## src/afbd_pkg.sv

```systemverilog
// Shared types, constants and the 2^x mantissa table of the box decoder.
// Used by every module of anchor_free_box_decode_core; depends on nothing.
package afbd_pkg;

    localparam int MAX_SIDE    = 1024;
    localparam int MAX_CLASSES = 128;
    localparam int MAX_IMAGES  = 16;
    localparam int IMG_LIMIT   = (MAX_IMAGES > 16) ? 16 : MAX_IMAGES;

    localparam int SIDE_W  = 11;
    localparam int CLASS_W = 8;
    localparam int THR_W   = 17;
    localparam int IMGS_W  = 5;
    localparam int RAW_W   = 16;
    localparam int OUT_W   = 96;

    // register indexes of the configuration channel
    localparam logic [1:0] REG_INPUT_SIDE  = 2'd0;
    localparam logic [1:0] REG_CLASS_COUNT = 2'd1;
    localparam logic [1:0] REG_THRESHOLD   = 2'd2;
    localparam logic [1:0] REG_IMAGE_COUNT = 2'd3;

    localparam logic [SIDE_W-1:0]  RST_INPUT_SIDE  = 11'd640;
    localparam logic [CLASS_W-1:0] RST_CLASS_COUNT = 8'd80;
    localparam logic [THR_W-1:0]   RST_THRESHOLD   = 17'd16384;
    localparam logic [IMGS_W-1:0]  RST_IMAGE_COUNT = 5'd1;

    // word kinds, set by the position inside an anchor record
    localparam logic [2:0] KIND_CX    = 3'd0;
    localparam logic [2:0] KIND_CY    = 3'd1;
    localparam logic [2:0] KIND_W     = 3'd2;
    localparam logic [2:0] KIND_H     = 3'd3;
    localparam logic [2:0] KIND_OBJ   = 3'd4;
    localparam logic [2:0] KIND_SCORE = 3'd5;

    localparam logic [1:0] STAGE_LAST = 2'd2;

    // log2(e) in Q16
    localparam logic signed [17:0] LOG2E_Q16 = 18'sd94548;

    localparam int QDEPTH = 4;
    localparam int QPTR_W = $clog2(QDEPTH);
    localparam int QCNT_W = $clog2(QDEPTH + 1);

    typedef struct packed {
        logic [SIDE_W-1:0]  input_side;
        logic [CLASS_W-1:0] class_count;
        logic [THR_W-1:0]   score_threshold;
        logic [IMGS_W-1:0]  image_count;
    } afbd_cfg_t;

    typedef struct packed {
        logic [2:0]         kind;
        logic [RAW_W-1:0]   value;
        logic [1:0]         stage;
        logic [6:0]         grid;
        logic [3:0]         image;
        logic [6:0]         class_pos;
    } afbd_item_t;

    // 2^(i/16) in Q16
    function automatic logic [17:0] pow2_frac(input logic [4:0] idx);
        logic [17:0] r;
        case (idx)
            5'd0:    r = 18'd65536;
            5'd1:    r = 18'd68438;
            5'd2:    r = 18'd71468;
            5'd3:    r = 18'd74632;
            5'd4:    r = 18'd77936;
            5'd5:    r = 18'd81386;
            5'd6:    r = 18'd84990;
            5'd7:    r = 18'd88752;
            5'd8:    r = 18'd92682;
            5'd9:    r = 18'd96785;
            5'd10:   r = 18'd101070;
            5'd11:   r = 18'd105545;
            5'd12:   r = 18'd110218;
            5'd13:   r = 18'd115063;
            5'd14:   r = 18'd120142;
            5'd15:   r = 18'd125401;
            default: r = 18'd131072;
        endcase
        return r;
    endfunction

endpackage

```

## src/afbd_regs.sv

```systemverilog
// Configuration register file of the box decoder.
// Depends on afbd_pkg for the register indexes and reset values.
module afbd_regs
    import afbd_pkg::*;
(
    input  logic              clk,
    input  logic              rst_n,
    input  logic              cfg_valid,
    output logic              cfg_ready,
    input  logic [1:0]        cfg_index,
    input  logic [THR_W-1:0]  cfg_data,
    output afbd_cfg_t         cfg
);

    afbd_cfg_t cfg_reg;
    afbd_cfg_t cfg_next;

    assign cfg_ready = 1'b1;
    assign cfg       = cfg_reg;

    always_comb
    begin
        cfg_next = cfg_reg;
        if (cfg_valid)
        begin
            unique case (cfg_index)
                REG_INPUT_SIDE:  cfg_next.input_side      = cfg_data[SIDE_W-1:0];
                REG_CLASS_COUNT: cfg_next.class_count     = cfg_data[CLASS_W-1:0];
                REG_THRESHOLD:   cfg_next.score_threshold = cfg_data;
                REG_IMAGE_COUNT: cfg_next.image_count     = cfg_data[IMGS_W-1:0];
                default:         cfg_next = cfg_reg;
            endcase
        end
    end

    always_ff @(posedge clk or negedge rst_n)
    begin
        if (!rst_n)
        begin
            cfg_reg.input_side      <= RST_INPUT_SIDE;
            cfg_reg.class_count     <= RST_CLASS_COUNT;
            cfg_reg.score_threshold <= RST_THRESHOLD;
            cfg_reg.image_count     <= RST_IMAGE_COUNT;
        end
        else
        begin
            cfg_reg <= cfg_next;
        end
    end

endmodule

```

## src/afbd_front.sv

```systemverilog
// Front end: accepts tensor words, tracks record position, grid and image,
// and tags each word with its kind. Depends on afbd_pkg.
module afbd_front
    import afbd_pkg::*;
(
    input  logic             clk,
    input  logic             rst_n,
    input  afbd_cfg_t        cfg,
    input  logic             s_tvalid,
    output logic             s_tready,
    input  logic [RAW_W-1:0] s_tdata,     // [15:0] raw_value
    input  logic             queue_full,
    output logic             push,
    output afbd_item_t       push_item
);

    logic [7:0] field_position_reg, field_position_next;
    logic [6:0] grid_column_reg, grid_column_next;
    logic [6:0] grid_row_reg, grid_row_next;
    logic [1:0] stride_stage_reg, stride_stage_next;
    logic [3:0] current_image_reg, current_image_next;

    logic [CLASS_W-1:0] eff_classes;
    logic [8:0]         last_pos;
    logic [SIDE_W-1:0]  side_clamped;
    logic [SIDE_W-1:0]  side_aligned;
    logic [SIDE_W-1:0]  side_shifted;
    logic [7:0]         grid_cells;
    logic [IMGS_W-1:0]  eff_images;
    logic [7:0]         col_inc;
    logic [7:0]         row_inc;
    logic [4:0]         img_inc;
    logic [2:0]         kind_c;

    assign s_tready = !queue_full;
    assign push     = s_tvalid && s_tready;

    always_comb
    begin
        if (cfg.class_count == '0)
            eff_classes = CLASS_W'(1);
        else if (cfg.class_count > CLASS_W'(MAX_CLASSES))
            eff_classes = CLASS_W'(MAX_CLASSES);
        else
            eff_classes = cfg.class_count;
        last_pos = 9'd4 + {1'b0, eff_classes};

        if (cfg.input_side < SIDE_W'(32))
            side_clamped = SIDE_W'(32);
        else if (cfg.input_side > SIDE_W'(MAX_SIDE))
            side_clamped = SIDE_W'(MAX_SIDE);
        else
            side_clamped = cfg.input_side;
        side_aligned = {side_clamped[SIDE_W-1:5], 5'b0};
        side_shifted = side_aligned >> (3'd3 + {1'b0, stride_stage_reg});
        if (side_shifted > SIDE_W'(128))
            grid_cells = 8'd128;
        else if (side_shifted == '0)
            grid_cells = 8'd1;
        else
            grid_cells = side_shifted[7:0];

        if (cfg.image_count == '0)
            eff_images = IMGS_W'(1);
        else if (cfg.image_count > IMGS_W'(IMG_LIMIT))
            eff_images = IMGS_W'(IMG_LIMIT);
        else
            eff_images = cfg.image_count;
    end

    always_comb
    begin
        unique case (field_position_reg)
            8'd0:    kind_c = KIND_CX;
            8'd1:    kind_c = KIND_CY;
            8'd2:    kind_c = KIND_W;
            8'd3:    kind_c = KIND_H;
            8'd4:    kind_c = KIND_OBJ;
            default: kind_c = KIND_SCORE;
        endcase
        push_item.kind      = kind_c;
        push_item.value     = s_tdata;
        push_item.stage     = stride_stage_reg;
        push_item.grid      = (field_position_reg == 8'd0) ? grid_column_reg : grid_row_reg;
        push_item.image     = current_image_reg;
        push_item.class_pos = 7'(field_position_reg - 8'd5);
    end

    // walk record position, then column, row, stride and image
    always_comb
    begin
        field_position_next = field_position_reg;
        grid_column_next    = grid_column_reg;
        grid_row_next       = grid_row_reg;
        stride_stage_next   = stride_stage_reg;
        current_image_next  = current_image_reg;
        col_inc = {1'b0, grid_column_reg} + 8'd1;
        row_inc = {1'b0, grid_row_reg} + 8'd1;
        img_inc = {1'b0, current_image_reg} + 5'd1;
        if (push)
        begin
            if ({1'b0, field_position_reg} >= last_pos)
            begin
                field_position_next = '0;
                if (col_inc < grid_cells)
                    grid_column_next = col_inc[6:0];
                else
                begin
                    grid_column_next = '0;
                    if (row_inc < grid_cells)
                        grid_row_next = row_inc[6:0];
                    else
                    begin
                        grid_row_next = '0;
                        if (stride_stage_reg < STAGE_LAST)
                            stride_stage_next = stride_stage_reg + 2'd1;
                        else
                        begin
                            stride_stage_next = '0;
                            if (img_inc >= eff_images)
                                current_image_next = '0;
                            else
                                current_image_next = img_inc[3:0];
                        end
                    end
                end
            end
            else
            begin
                field_position_next = field_position_reg + 8'd1;
            end
        end
    end

    always_ff @(posedge clk or negedge rst_n)
    begin
        if (!rst_n)
        begin
            field_position_reg <= '0;
            grid_column_reg    <= '0;
            grid_row_reg       <= '0;
            stride_stage_reg   <= '0;
            current_image_reg  <= '0;
        end
        else
        begin
            field_position_reg <= field_position_next;
            grid_column_reg    <= grid_column_next;
            grid_row_reg       <= grid_row_next;
            stride_stage_reg   <= stride_stage_next;
            current_image_reg  <= current_image_next;
        end
    end

`ifndef SYNTHESIS
    a_stage_range: assert property (@(posedge clk) disable iff (!rst_n)
        stride_stage_reg <= STAGE_LAST)
        else $error("stride stage beyond stride 32");
`endif

endmodule

```

## src/afbd_queue.sv

```systemverilog
// Short word queue between front and back end of the box decoder.
// Depends on afbd_pkg for the item type and depth.
module afbd_queue
    import afbd_pkg::*;
(
    input  logic       clk,
    input  logic       rst_n,
    input  logic       push,
    input  afbd_item_t push_item,
    output logic       full,
    input  logic       pop,
    output afbd_item_t head_item,
    output logic       empty
);

    afbd_item_t q_mem [QDEPTH];

    logic [QPTR_W-1:0] wr_ptr_reg, wr_ptr_next;
    logic [QPTR_W-1:0] rd_ptr_reg, rd_ptr_next;
    logic [QCNT_W-1:0] count_reg, count_next;

    assign full      = (count_reg == QCNT_W'(QDEPTH));
    assign empty     = (count_reg == '0);
    assign head_item = q_mem[rd_ptr_reg];

    always_comb
    begin
        wr_ptr_next = push ? wr_ptr_reg + QPTR_W'(1) : wr_ptr_reg;
        rd_ptr_next = pop  ? rd_ptr_reg + QPTR_W'(1) : rd_ptr_reg;
        case ({push, pop})
            2'b10:   count_next = count_reg + QCNT_W'(1);
            2'b01:   count_next = count_reg - QCNT_W'(1);
            default: count_next = count_reg;
        endcase
    end

    always_ff @(posedge clk)
    begin
        if (push)
            q_mem[wr_ptr_reg] <= push_item;
    end

    always_ff @(posedge clk or negedge rst_n)
    begin
        if (!rst_n)
        begin
            wr_ptr_reg <= '0;
            rd_ptr_reg <= '0;
            count_reg  <= '0;
        end
        else
        begin
            wr_ptr_reg <= wr_ptr_next;
            rd_ptr_reg <= rd_ptr_next;
            count_reg  <= count_next;
        end
    end

`ifndef SYNTHESIS
    a_count_bound: assert property (@(posedge clk) disable iff (!rst_n)
        count_reg <= QCNT_W'(QDEPTH))
        else $error("queue count beyond depth");

    a_no_pop_empty: assert property (@(posedge clk) disable iff (!rst_n)
        pop |-> !empty)
        else $error("pop from empty queue");
`endif

endmodule

```

## src/afbd_back.sv

```systemverilog
// Back end: centers, table exp sizes, scores, edges and the result register.
// Depends on afbd_pkg for item type, kinds and the 2^x table.
module afbd_back
    import afbd_pkg::*;
(
    input  logic             clk,
    input  logic             rst_n,
    input  logic [THR_W-1:0] score_threshold,
    input  afbd_item_t       head_item,
    input  logic             empty,
    output logic             pop,
    output logic             m_tvalid,
    input  logic             m_tready,
    // [3:0] image_index, [10:4] class_index, [26:11] box_left, [42:27] box_top,
    // [58:43] box_width, [74:59] box_height, [91:75] confidence, [95:92] zero
    output logic [OUT_W-1:0] m_tdata
);

    typedef struct packed {
        logic [2:0]         kind;
        logic [1:0]         stage;
        logic [3:0]         image;
        logic [6:0]         class_pos;
        logic signed [33:0] prod;
        logic signed [23:0] center;
    } s1_t;

    typedef struct packed {
        logic [2:0]         kind;
        logic [3:0]         image;
        logic [6:0]         class_pos;
        logic               pass;
        logic [16:0]        conf;
        logic [16:0]        base;
        logic [12:0]        delta;
        logic               sat_hi;
        logic               to_zero;
        logic [4:0]         shamt;
        logic signed [23:0] center;
    } s2_t;

    typedef struct packed {
        logic        pass;
        logic [3:0]  image;
        logic [6:0]  class_pos;
        logic [16:0] conf;
    } s3_t;

    function automatic logic [15:0] edge_round(input logic signed [24:0] x);
        logic signed [25:0] adj;
        logic signed [17:0] q;
        logic [15:0]        r;
        // half away from zero: +128 above zero, +127 below, then floor
        adj = {x[24], x} + 26'sd127 + {25'b0, !x[24]};
        q   = adj[25:8];
        if (q > 18'sd32767)
            r = 16'h7FFF;
        else if (q < -18'sd32768)
            r = 16'h8000;
        else
            r = q[15:0];
        return r;
    endfunction

    logic advance;

    logic s1_valid_reg, s2_valid_reg, s3_valid_reg;
    s1_t  s1_reg, s1_next;
    s2_t  s2_reg, s2_next;
    s3_t  s3_reg, s3_next;

    logic signed [15:0] obj_held_reg;
    logic signed [23:0] center_x_held_reg, center_y_held_reg;
    logic [15:0]        width_held_reg, height_held_reg;
    logic signed [24:0] xl_reg, yt_reg;
    logic [15:0]        left_reg, top_reg;

    logic               m_tvalid_reg;
    logic [3:0]         out_image_reg;
    logic [6:0]         out_class_reg;
    logic [15:0]        out_left_reg, out_top_reg, out_width_reg, out_height_reg;
    logic [16:0]        out_conf_reg;

    logic signed [17:0] mul_a;
    logic signed [33:0] prod_c;
    logic signed [17:0] grid_sum;
    logic [2:0]         stride_shift;

    logic signed [9:0]  k_c;
    logic [3:0]         idx_c;
    logic [19:0]        frac_c;
    logic [17:0]        base_c, next_c;
    logic [12:0]        diff_c;
    logic [32:0]        delta_c;
    logic signed [10:0] e_c;
    logic [10:0]        neg_e;

    logic [17:0]        mant_c;
    logic [23:0]        rnd_c;
    logic [23:0]        q_c;
    logic [15:0]        size_c;

    assign advance = !m_tvalid_reg || m_tready;
    assign pop     = advance && !empty;

    // pop: one shared multiplier for exp argument and confidence product
    always_comb
    begin
        if (head_item.kind == KIND_SCORE)
            mul_a = {{2{obj_held_reg[15]}}, obj_held_reg};
        else
            mul_a = LOG2E_Q16;
        prod_c       = mul_a * $signed(head_item.value);
        grid_sum     = {{2{head_item.value[15]}}, head_item.value}
                       + $signed({3'b0, head_item.grid, 8'b0});
        stride_shift = 3'd3 + {1'b0, head_item.stage};
        s1_next.kind      = head_item.kind;
        s1_next.stage     = head_item.stage;
        s1_next.image     = head_item.image;
        s1_next.class_pos = head_item.class_pos;
        s1_next.prod      = prod_c;
        s1_next.center    = {{6{grid_sum[17]}}, grid_sum} <<< stride_shift;
    end

    // stage 1: table interpolation and exponent; threshold compare
    always_comb
    begin
        k_c     = s1_reg.prod[33:24];
        idx_c   = s1_reg.prod[23:20];
        frac_c  = s1_reg.prod[19:0];
        base_c  = pow2_frac({1'b0, idx_c});
        next_c  = pow2_frac({1'b0, idx_c} + 5'd1);
        diff_c  = 13'(next_c - base_c);
        delta_c = {20'b0, diff_c} * {13'b0, frac_c};
        e_c     = {k_c[9], k_c} + $signed({9'b0, s1_reg.stage}) - 11'sd13;
        neg_e   = 11'(-e_c);

        s2_next.kind      = s1_reg.kind;
        s2_next.image     = s1_reg.image;
        s2_next.class_pos = s1_reg.class_pos;
        s2_next.pass      = (s1_reg.kind == KIND_SCORE)
                            && (s1_reg.prod > $signed({17'b0, score_threshold}));
        if (s1_reg.prod > 34'sd65536)
            s2_next.conf = 17'h10000;
        else if (s1_reg.prod[33])
            s2_next.conf = '0;
        else
            s2_next.conf = s1_reg.prod[16:0];
        s2_next.base    = base_c[16:0];
        s2_next.delta   = delta_c[32:20];
        s2_next.sat_hi  = !e_c[10];
        s2_next.to_zero = (e_c <= -11'sd24);
        s2_next.shamt   = neg_e[4:0];
        s2_next.center  = s1_reg.center;
    end

    // stage 2: scale, round half up and saturate the size
    always_comb
    begin
        mant_c = {1'b0, s2_reg.base} + {5'b0, s2_reg.delta};
        rnd_c  = {6'b0, mant_c} + (24'd1 << (s2_reg.shamt - 5'd1));
        q_c    = rnd_c >> s2_reg.shamt;
        if (s2_reg.sat_hi)
            size_c = 16'hFFFF;
        else if (s2_reg.to_zero)
            size_c = '0;
        else if (q_c > 24'd65535)
            size_c = 16'hFFFF;
        else
            size_c = q_c[15:0];

        s3_next.pass      = s2_reg.pass;
        s3_next.image     = s2_reg.image;
        s3_next.class_pos = s2_reg.class_pos;
        s3_next.conf      = s2_reg.conf;
    end

    always_ff @(posedge clk or negedge rst_n)
    begin
        if (!rst_n)
        begin
            s1_valid_reg <= 1'b0;
            s2_valid_reg <= 1'b0;
            s3_valid_reg <= 1'b0;
            m_tvalid_reg <= 1'b0;
        end
        else if (advance)
        begin
            s1_valid_reg <= pop;
            s2_valid_reg <= s1_valid_reg;
            s3_valid_reg <= s2_valid_reg;
            m_tvalid_reg <= s3_valid_reg && s3_reg.pass;
        end
    end

    always_ff @(posedge clk)
    begin
        if (advance)
        begin
            s1_reg <= s1_next;
            s2_reg <= s2_next;
            s3_reg <= s3_next;
            if (s3_valid_reg && s3_reg.pass)
            begin
                out_image_reg  <= s3_reg.image;
                out_class_reg  <= s3_reg.class_pos;
                out_left_reg   <= left_reg;
                out_top_reg    <= top_reg;
                out_width_reg  <= width_held_reg;
                out_height_reg <= height_held_reg;
                out_conf_reg   <= s3_reg.conf;
            end
        end
        // edges follow the held geometry every cycle
        xl_reg   <= {center_x_held_reg[23], center_x_held_reg}
                    - $signed({2'b0, width_held_reg, 7'b0});
        yt_reg   <= {center_y_held_reg[23], center_y_held_reg}
                    - $signed({2'b0, height_held_reg, 7'b0});
        left_reg <= edge_round(xl_reg);
        top_reg  <= edge_round(yt_reg);
    end

    // record geometry: objectness at pop, centers and sizes leaving stage 2
    always_ff @(posedge clk or negedge rst_n)
    begin
        if (!rst_n)
        begin
            obj_held_reg      <= '0;
            center_x_held_reg <= '0;
            center_y_held_reg <= '0;
            width_held_reg    <= '0;
            height_held_reg   <= '0;
        end
        else if (advance)
        begin
            if (pop && head_item.kind == KIND_OBJ)
                obj_held_reg <= $signed(head_item.value);
            if (s2_valid_reg)
            begin
                case (s2_reg.kind)
                    KIND_CX: center_x_held_reg <= s2_reg.center;
                    KIND_CY: center_y_held_reg <= s2_reg.center;
                    KIND_W:  width_held_reg    <= size_c;
                    KIND_H:  height_held_reg   <= size_c;
                    default: ;
                endcase
            end
        end
    end

    assign m_tvalid = m_tvalid_reg;
    assign m_tdata  = {4'b0, out_conf_reg, out_height_reg, out_width_reg,
                       out_top_reg, out_left_reg, out_class_reg, out_image_reg};

`ifndef SYNTHESIS
    a_conf_range: assert property (@(posedge clk) disable iff (!rst_n)
        m_tvalid_reg |-> (out_conf_reg != '0 && out_conf_reg <= 17'h10000))
        else $error("confidence out of range on a passing box");

    a_size_sat: assert property (@(posedge clk) disable iff (!rst_n)
        (advance && s2_valid_reg && s2_reg.kind == KIND_W && s2_reg.sat_hi)
        |=> width_held_reg == 16'hFFFF)
        else $error("saturated width not held");
`endif

endmodule

```

## src/anchor_free_box_decode_core.sv

```systemverilog
// Anchor-free box decoder: one Q8.8 tensor word in per cycle, candidate boxes out.
// From input accept to result valid a word passes the queue, three back stages and the output register.
// Throughput: one word per cycle; a held result stalls the back end, and s_tready
// drops once the four-word queue has filled behind it.
// Reset: async active low clears counters, queue, pipeline valids and held geometry;
// configuration returns to side 640, 80 classes, threshold 16384, one image.
module anchor_free_box_decode_core
    import afbd_pkg::*;
(
    input  logic             clk,
    input  logic             rst_n,
    input  logic             s_tvalid,
    output logic             s_tready,
    input  logic [RAW_W-1:0] s_tdata,     // [15:0] raw_value
    output logic             m_tvalid,
    input  logic             m_tready,
    // [3:0] image_index, [10:4] class_index, [26:11] box_left, [42:27] box_top,
    // [58:43] box_width, [74:59] box_height, [91:75] confidence, [95:92] zero
    output logic [OUT_W-1:0] m_tdata,
    input  logic             cfg_valid,
    output logic             cfg_ready,
    input  logic [1:0]       cfg_index,
    input  logic [THR_W-1:0] cfg_data
);

    afbd_cfg_t  cfg;
    afbd_item_t push_item;
    afbd_item_t head_item;
    logic       push;
    logic       pop;
    logic       queue_full;
    logic       queue_empty;

    afbd_regs u_regs (
        .clk       (clk),
        .rst_n     (rst_n),
        .cfg_valid (cfg_valid),
        .cfg_ready (cfg_ready),
        .cfg_index (cfg_index),
        .cfg_data  (cfg_data),
        .cfg       (cfg)
    );

    afbd_front u_front (
        .clk        (clk),
        .rst_n      (rst_n),
        .cfg        (cfg),
        .s_tvalid   (s_tvalid),
        .s_tready   (s_tready),
        .s_tdata    (s_tdata),
        .queue_full (queue_full),
        .push       (push),
        .push_item  (push_item)
    );

    afbd_queue u_queue (
        .clk       (clk),
        .rst_n     (rst_n),
        .push      (push),
        .push_item (push_item),
        .full      (queue_full),
        .pop       (pop),
        .head_item (head_item),
        .empty     (queue_empty)
    );

    afbd_back u_back (
        .clk             (clk),
        .rst_n           (rst_n),
        .score_threshold (cfg.score_threshold),
        .head_item       (head_item),
        .empty           (queue_empty),
        .pop             (pop),
        .m_tvalid        (m_tvalid),
        .m_tready        (m_tready),
        .m_tdata         (m_tdata)
    );

endmodule
```

## config.mk

```make
export PLATFORM = sky130hd
export DESIGN_NAME = anchor_free_box_decode_core
export DESIGN_NICKNAME = d
export VERILOG_FILES = /design/src/afbd_pkg.sv /design/src/afbd_regs.sv /design/src/afbd_front.sv /design/src/afbd_queue.sv /design/src/afbd_back.sv /design/src/anchor_free_box_decode_core.sv
export SDC_FILE = /design/constraint.sdc
export NUM_CORES = 2
export LEC_CHECK = 0
export ABC_AREA = 0
export ABC_CLOCK_PERIOD_IN_PS = 10090
export BUFFER_PORTS_ARGS = -buffer_cell sky130_fd_sc_hd__buf_4
export CAP_MARGIN = 15
export CORE_MARGIN = 1.5
export CORE_UTILIZATION = 45
export CTS_CLUSTER_SIZE = 16
export DETAILED_ROUTE_END_ITERATION = 7
export PLACE_DENSITY_LB_ADDON = 0.12
export SLEW_MARGIN = 20
export SYNTH_ARGS = -nofsm -noshare
export SYNTH_HDL_FRONTEND = slang
export SYNTH_SLANG_ARGS = --single-unit
```

## constraint.sdc

```tcl
create_clock -name clk -period 10.09 [get_ports clk]
set_clock_uncertainty 0.1 [all_clocks]
set_input_delay 1.5135 -clock clk [delete_from_list [all_inputs] [get_ports clk]]
set_output_delay 1.5135 -clock clk [all_outputs]
set_load 0.005 [all_outputs]
```

-- Word-level counts from Yosys, hierarchy flattened
Memories as Yosys holds them, arrays and structs flattened. A register that Yosys moved wholly into a read port is not among the register bits.
Index checks and enable logic that the tools add are counted.
- bits in registers: 546
- RAM bits: 156
- memories: 3
- bits in read-only memories: 512
- latch bits: 0
- input bits: 40
- magnitude comparators: 18
- shifts and indexed selects: 4
- div/mod/pow operators: 0
- multiply operators: 2
- reduce and logical (&&, ||, !) cells: 35
- bitwise logic cells: 3
- eq/ne operators: 16
- $add $sub $neg: 28
- mux-type cells: 27
- memories (memory ; depth ; width ; read ports ; clocked after memory_dff ; write ports ; line ; text):
    (name not given) ; 16 ; 16 ; 1 ; 1 ; 0 ; afbd_pkg.sv:64 ; case (idx)
    (name not given) ; 16 ; 16 ; 1 ; 0 ; 0 ; afbd_pkg.sv:64 ;
    u_queue.q_mem ; 4 ; 39 ; 1 ; 0 ; 1 ; afbd_queue.sv:16 ; afbd_item_t q_mem [QDEPTH];
- operators by type and width (cell ; number):
    16-bit 2-to-1 mux ; 5
    25-bit by 8-bit adder with 26-bit output, second input constant ; 2
    26-bit by 1-bit adder with 26-bit output ; 2
    24-bit by 24-bit subtractor with 25-bit output ; 2
    8-bit 2-to-1 mux ; 5
    18-bit by 16-bit greater-than comparator with 1-bit output, second input constant ; 2
    18-bit by 16-bit < comparator with 1-bit output, second input constant ; 2
    34-bit by 18-bit greater-than comparator with 1-bit output ; 1
    34-bit by 18-bit greater-than comparator with 1-bit output, second input constant ; 1
    18-bit by 16-bit multiplier with 34-bit output ; 1
    13-bit by 20-bit multiplier with 33-bit output ; 1
    18-bit by 24-bit adder with 24-bit output ; 1
    24-bit by 16-bit greater-than comparator with 1-bit output, second input constant ; 1
    1-bit by 5-bit << shifter with 24-bit output, first input constant ; 1
    24-bit by 5-bit >> shifter with 24-bit output ; 1
    24-bit by 3-bit <<< shifter with 24-bit output ; 1
    11-bit 2-to-1 mux ; 2
    7-bit 2-to-1 mux ; 3
    17-bit by 13-bit adder with 18-bit output ; 1
    18-bit 2-to-1 mux ; 1
    16-bit by 16-bit adder with 17-bit output ; 1
    17-bit 2-to-1 mux ; 1
    7-bit by 1-bit adder with 8-bit output, second input constant ; 2
    8-bit by 2-bit == test with 1-bit output, second input constant ; 2
    other kinds (53) ; 91

-- Depth between registers and ports, before layout
- depth in word-level cells: 10
- mapped depth: 38
- mapped depth without buffers: 36

-- Cells and area by module
Synthesis repeated with hierarchy kept, for this count alone.
- cells, all modules: 4682
- area total of the unflattened synthesis: 52098.7 µm²
- modules (own cells, without submodules) (module ; times used ; cells each ; area each (µm²) ; sequential area each (µm²)):
    afbd_back ; 1 ; 4000 ; 41486.0 ; 13082.5
    afbd_queue ; 1 ; 241 ; 6072.1 ; 4859.7
    afbd_front ; 1 ; 351 ; 2962.8 ; 700.7
    afbd_regs ; 1 ; 90 ; 1577.8 ; 1033.5

-- Least setup slack after synthesis
No wires, ideal clock.
- path kind: in2reg
- from: input m_tready
- to: register, netlist name u_back.base_c[2]
- required time: 9869 ps
- slack: 596 ps
- setup time: 121 ps
- arrival: 9273 ps
- stages: 8
- path buffers: 2
- path through: nor2b_1 -> clkbuf_1 -> inv_1 -> buf_1 -> o221ai_1 -> a211oi_4 -> xor2_1 -> mux2_2
- word-level cells in the longest chain between the ends: 2
- RTL lines (what ; line ; text):
    start, declared ; anchor_free_box_decode_core.sv:16 ; input logic m_tready,
    1-bit logical OR ; afbd_back.sv:103 ; assign advance = !m_tvalid_reg || m_tready;
    net u_back.advance ; afbd_back.sv:65 ; logic advance;
    4-bit 2-to-1 mux (no line) ; - ;
The timed path passes the listed nets, and every way through them passes these cells.
A chain may end at the register's enable or synchronous reset.

-- Final worst setup path
- from: register u_back.s1_reg (netlist bit u_back.idx_c[0])
- to: register u_back.s2_reg[42] (netlist bit), data pin
- word-level cells in the longest chain between the ends: 5
- RTL lines (what ; line ; text):
    start, declared ; afbd_back.sv:68 ; s1_t s1_reg, s1_next;
    start signal, assigned ; afbd_back.sv:200 ; s1_reg <= s1_next;
    4-bit by 1-bit adder with 5-bit output (*) ; afbd_back.sv:132 ; next_c = pow2_frac({1'b0, idx_c} + 5'd1);
    memory read 16 x 16 bit ; - ;
    13-bit 2-to-1 mux (*) ; afbd_pkg.sv:64 ;
    13-bit subtractor (*) ; afbd_back.sv:133 ; diff_c = 13'(next_c - base_c);
    13-bit by 20-bit multiplier with 33-bit output (*) ; afbd_back.sv:134 ; delta_c = {20'b0, diff_c} * {13'b0, frac_c};
    net u_back.delta_c[31] ; afbd_back.sv:94 ; logic [32:0] delta_c;
    end signal, assigned ; afbd_back.sv:201 ; s2_reg <= s2_next;
    end, declared ; afbd_back.sv:69 ; s2_t s2_reg, s2_next;
Mark *: on every way through the listed nets, which the timed path passes. The rest lies on a longest branch.

==> summary.txt <==
Global routing
  – Gr usage total: 0.219
  – Vias in the first global route: approximately 35000
  – Largest net degree at the start of global routing: 87
  – GR Overflow Total: 0
  – First-pass GRT wire length: 200000 um
  – Initial antenna violation count: 3

Final layout
  – Max reg flops: 156
  – Proportion of layout cells with a drive suffix above 1: 0.115
  – Area of the multi-input gates: 29000 sq um
  – Register Area: 19600 sq um
  – Area growth, synth to finish: 11.1%
  – Final nets: 5763
  – Fillers: 10452

Clocking
  – Number of clock sinks: 712
  – Clock transition at the registers of the reported paths: 60 ps
  – CTS root buffer: clkbuf_16
  – H-Tree Depth: 3
  – # hold bufs at CTS: 0
  – CTS tree: built
  – Clock Path Buffers: 3
  – Clock latency on the worst-skew pair: 680 ps
  – CTS Buf Count: 80

Floorplanning
  – Core area: 114000 sq um
  – Io pins: 139
  – Initial Util: 0.453
  – Die Ht: 342 um
  – Die Span X: 342 um
  – Die ar.: 117000 sq um
  – Core Rows: 124

Setup path
  – Worst Setup Path Type: register to register
  – Startpoint Class: register
  – Critical Path AT: 9670 ps
  – Reg2Reg Setup Slack: 690 ps
  – CP endpoint kind: register
  – Crit path max fanout: 15
  – Worst r2r src: u_back.idx_c[0]$_DFFE_PN_
  – CP required: ~10000 ps
  – Crit-path slowest cell: or3_1
  – Reg2Reg Depth: 35
  – R2R Path End: u_back.s2_reg[42]$_DFFE_PN_
  – Slowest stage delay, CP: between 500 and 600 ps

STA
  – Post-route setup slack: 686 ps
  – Post-route minimum period: 9400 ps
  – # setup viols final: 0
  – Fmax: ~110 MHz
  – Final Cycle Share: 0.932
  – Slew headroom: 0.276
  – Fin. max-slew vios: 0
  – Final Hold Vio Count: 0
  – Worst slew pin tran: ~1100 ps

Place
  – Gpl congestion: 0.894
  – DP HPWL: 96700 um
  – Port bufs: ~130
  – Post-place setup slack: 289 ps

Synthesis
  – Top-count cell post-synth: inv_1
  – Synth Cell Area: 51800 sq um
  – Sequential-to-total area share from yosys stat: 0.377
  – Syn_area_per_cell: 10.8 sq um
  – Leading area contributor after synthesis: edfxtp_1
  – Synth top area cells: edfxtp_1 26%, fa_1 20%, dfrtp_1 8.0%
  – Yosys reg bits: around 710
  – Post-Syn Instances: 4797
  – Yosys Warn Count: 0
  – Commonest cells in the netlist: 694 x inv_1, 510 x nand2_1, 507 x fa_1
  – Post-synth top area share: 0.257
  – Post-synth cell types: 91
  – Top_reg_cell synth: edfxtp_1
  – Post-synth EDFFs: ~440
  – Post-synth ARST share: 0.240

Min path
  – Hold depth: 0
  – Hold/Removal Path Class: register to register
  – HP Start: u_back.center_y_held_reg[0]$_DFFE_PN0P_
  – Hold Crit Endpoint: u_back.yt_reg[0]$_DFF_P_

Status
  – Status: completed

Route
  – DRT Pass-1 Iters: 5
  – Routed WL: 127000 um
  – Residual DRC: 0
  – 1st-iter DRT viols: 2397
  – DR vias: 34452
  – Wire length per cell: 19.6 um
  – Final ANT Viol Nets: 0
  – Detailed-route vias per instance: around 5.3

Run
  – Max Cap Violations: 0
[cell families after synthesis]
kind of cell / share of synthesized area
other: 0.000145
buffers and inverters: 0.0654
muxes: 0.0518
and+or+nand+nor: 0.121
adders and majority gates: 0.273
xor gates and xnor gates: 0.0272
DFF: 0.377
AOI/OAI and AO/OA: 0.0843
[worst max-delay path by stage]
stage,from,end,slack (ps)
final,u_back.idx_c[0]$_DFFE_PN_,u_back.s2_reg[42]$_DFFE_PN_,690
after global routing,u_back.idx_c[0]$_DFFE_PN_,u_back.s2_reg[42]$_DFFE_PN_,-20
after CTS,u_back.idx_c[2]$_DFFE_PN_,u_back.s2_reg[42]$_DFFE_PN_,190
after detailed placement,u_back.idx_c[2]$_DFFE_PN_,u_back.s2_reg[42]$_DFFE_PN_,290
after global placement,u_back.idx_c[2]$_DFFE_PN_,u_back.s2_reg[42]$_DFFE_PN_,450
after floorplan,m_tready,u_back.base_c[2]$_DFF_P_,600
[routing by layer]
| metal | track usage | vias up | wire [um] |
|---|---|---|---|
| met2 | 0.351 | 733 | 58200 |
| met4 | 0.0545 | 2 | 2770 |
| met5 | 0 | - | 18 |
| met3 | 0.0333 | 175 | 6100 |
| met1 | 0.314 | 17303 | 59700 |
| li1 | - | 16239 | - |
[layout by cell type, fill, tap and decap left out, drive strengths merged, types with 25 or more instances in the layout]
master and instances:
inv 697, nand2 510, fa 507, edfxtp 443
ha 320, nor2 283, buf 207, o21ai 178
dfrtp 165, a21oi 160, mux2 127, clkbuf 110
xnor2 106, dfxtp 98, nand3 91, and2 79
nand2b 78, and3 59, nor3 57, xor2 55
nor2b 50, mux2i 49, a21o 45, mux4 34
clkinv 29, a211oi 28, o211ai 25
[worst max-delay path, delay by kind of cell, from the launching register on]
family / cells / cell delay, ps
AOI/OAI and AO/OA: 14 / 2580
buffers and inverters: 5 / 710
and+or+nand+nor: 6 / 1280
adders and majority gates: 9 / 3910
xor gates and xnor gates: 1 / 140
DFF: 1 / 360
[area by class of cell]
class / instances / area share
antenna: 1 / 0.0000435
inverter: 699 / 0.0457
clock inverter: 40 / 0.0105
multi-input combinational: 3195 / 0.504
timing repair buffer: 208 / 0.0279
clock buffer: 109 / 0.0397
tap: 1512 / 0.0329
sequential: 712 / 0.340
[per-stage QoR]
step           cells  hold WS [ps]  area, sq um   util  setup TNS [ps]
6_report        6476           245        57600  0.503               0
5_1_grt         6475           259        57600  0.503           -15.4
4_1_cts         6468           249        57400  0.502               0
3_5_place_dp    6319           251        54500  0.477               0
3_3_place_gp    6318           249        54500  0.477               0
2_1_floorplan   4800           242        51800      -               0
[timing repair]
item / CTS / global route
endpoints found under the hold margin: 0 / 0
endpoints found under the setup margin: 0 / 8
gates resized for setup: 0 / 14
buffers inserted: 0 / 6
Power is left out: the tool's default activity adds up to more than one toggle a clock period on the data nets, which glitch-free logic cannot reach.
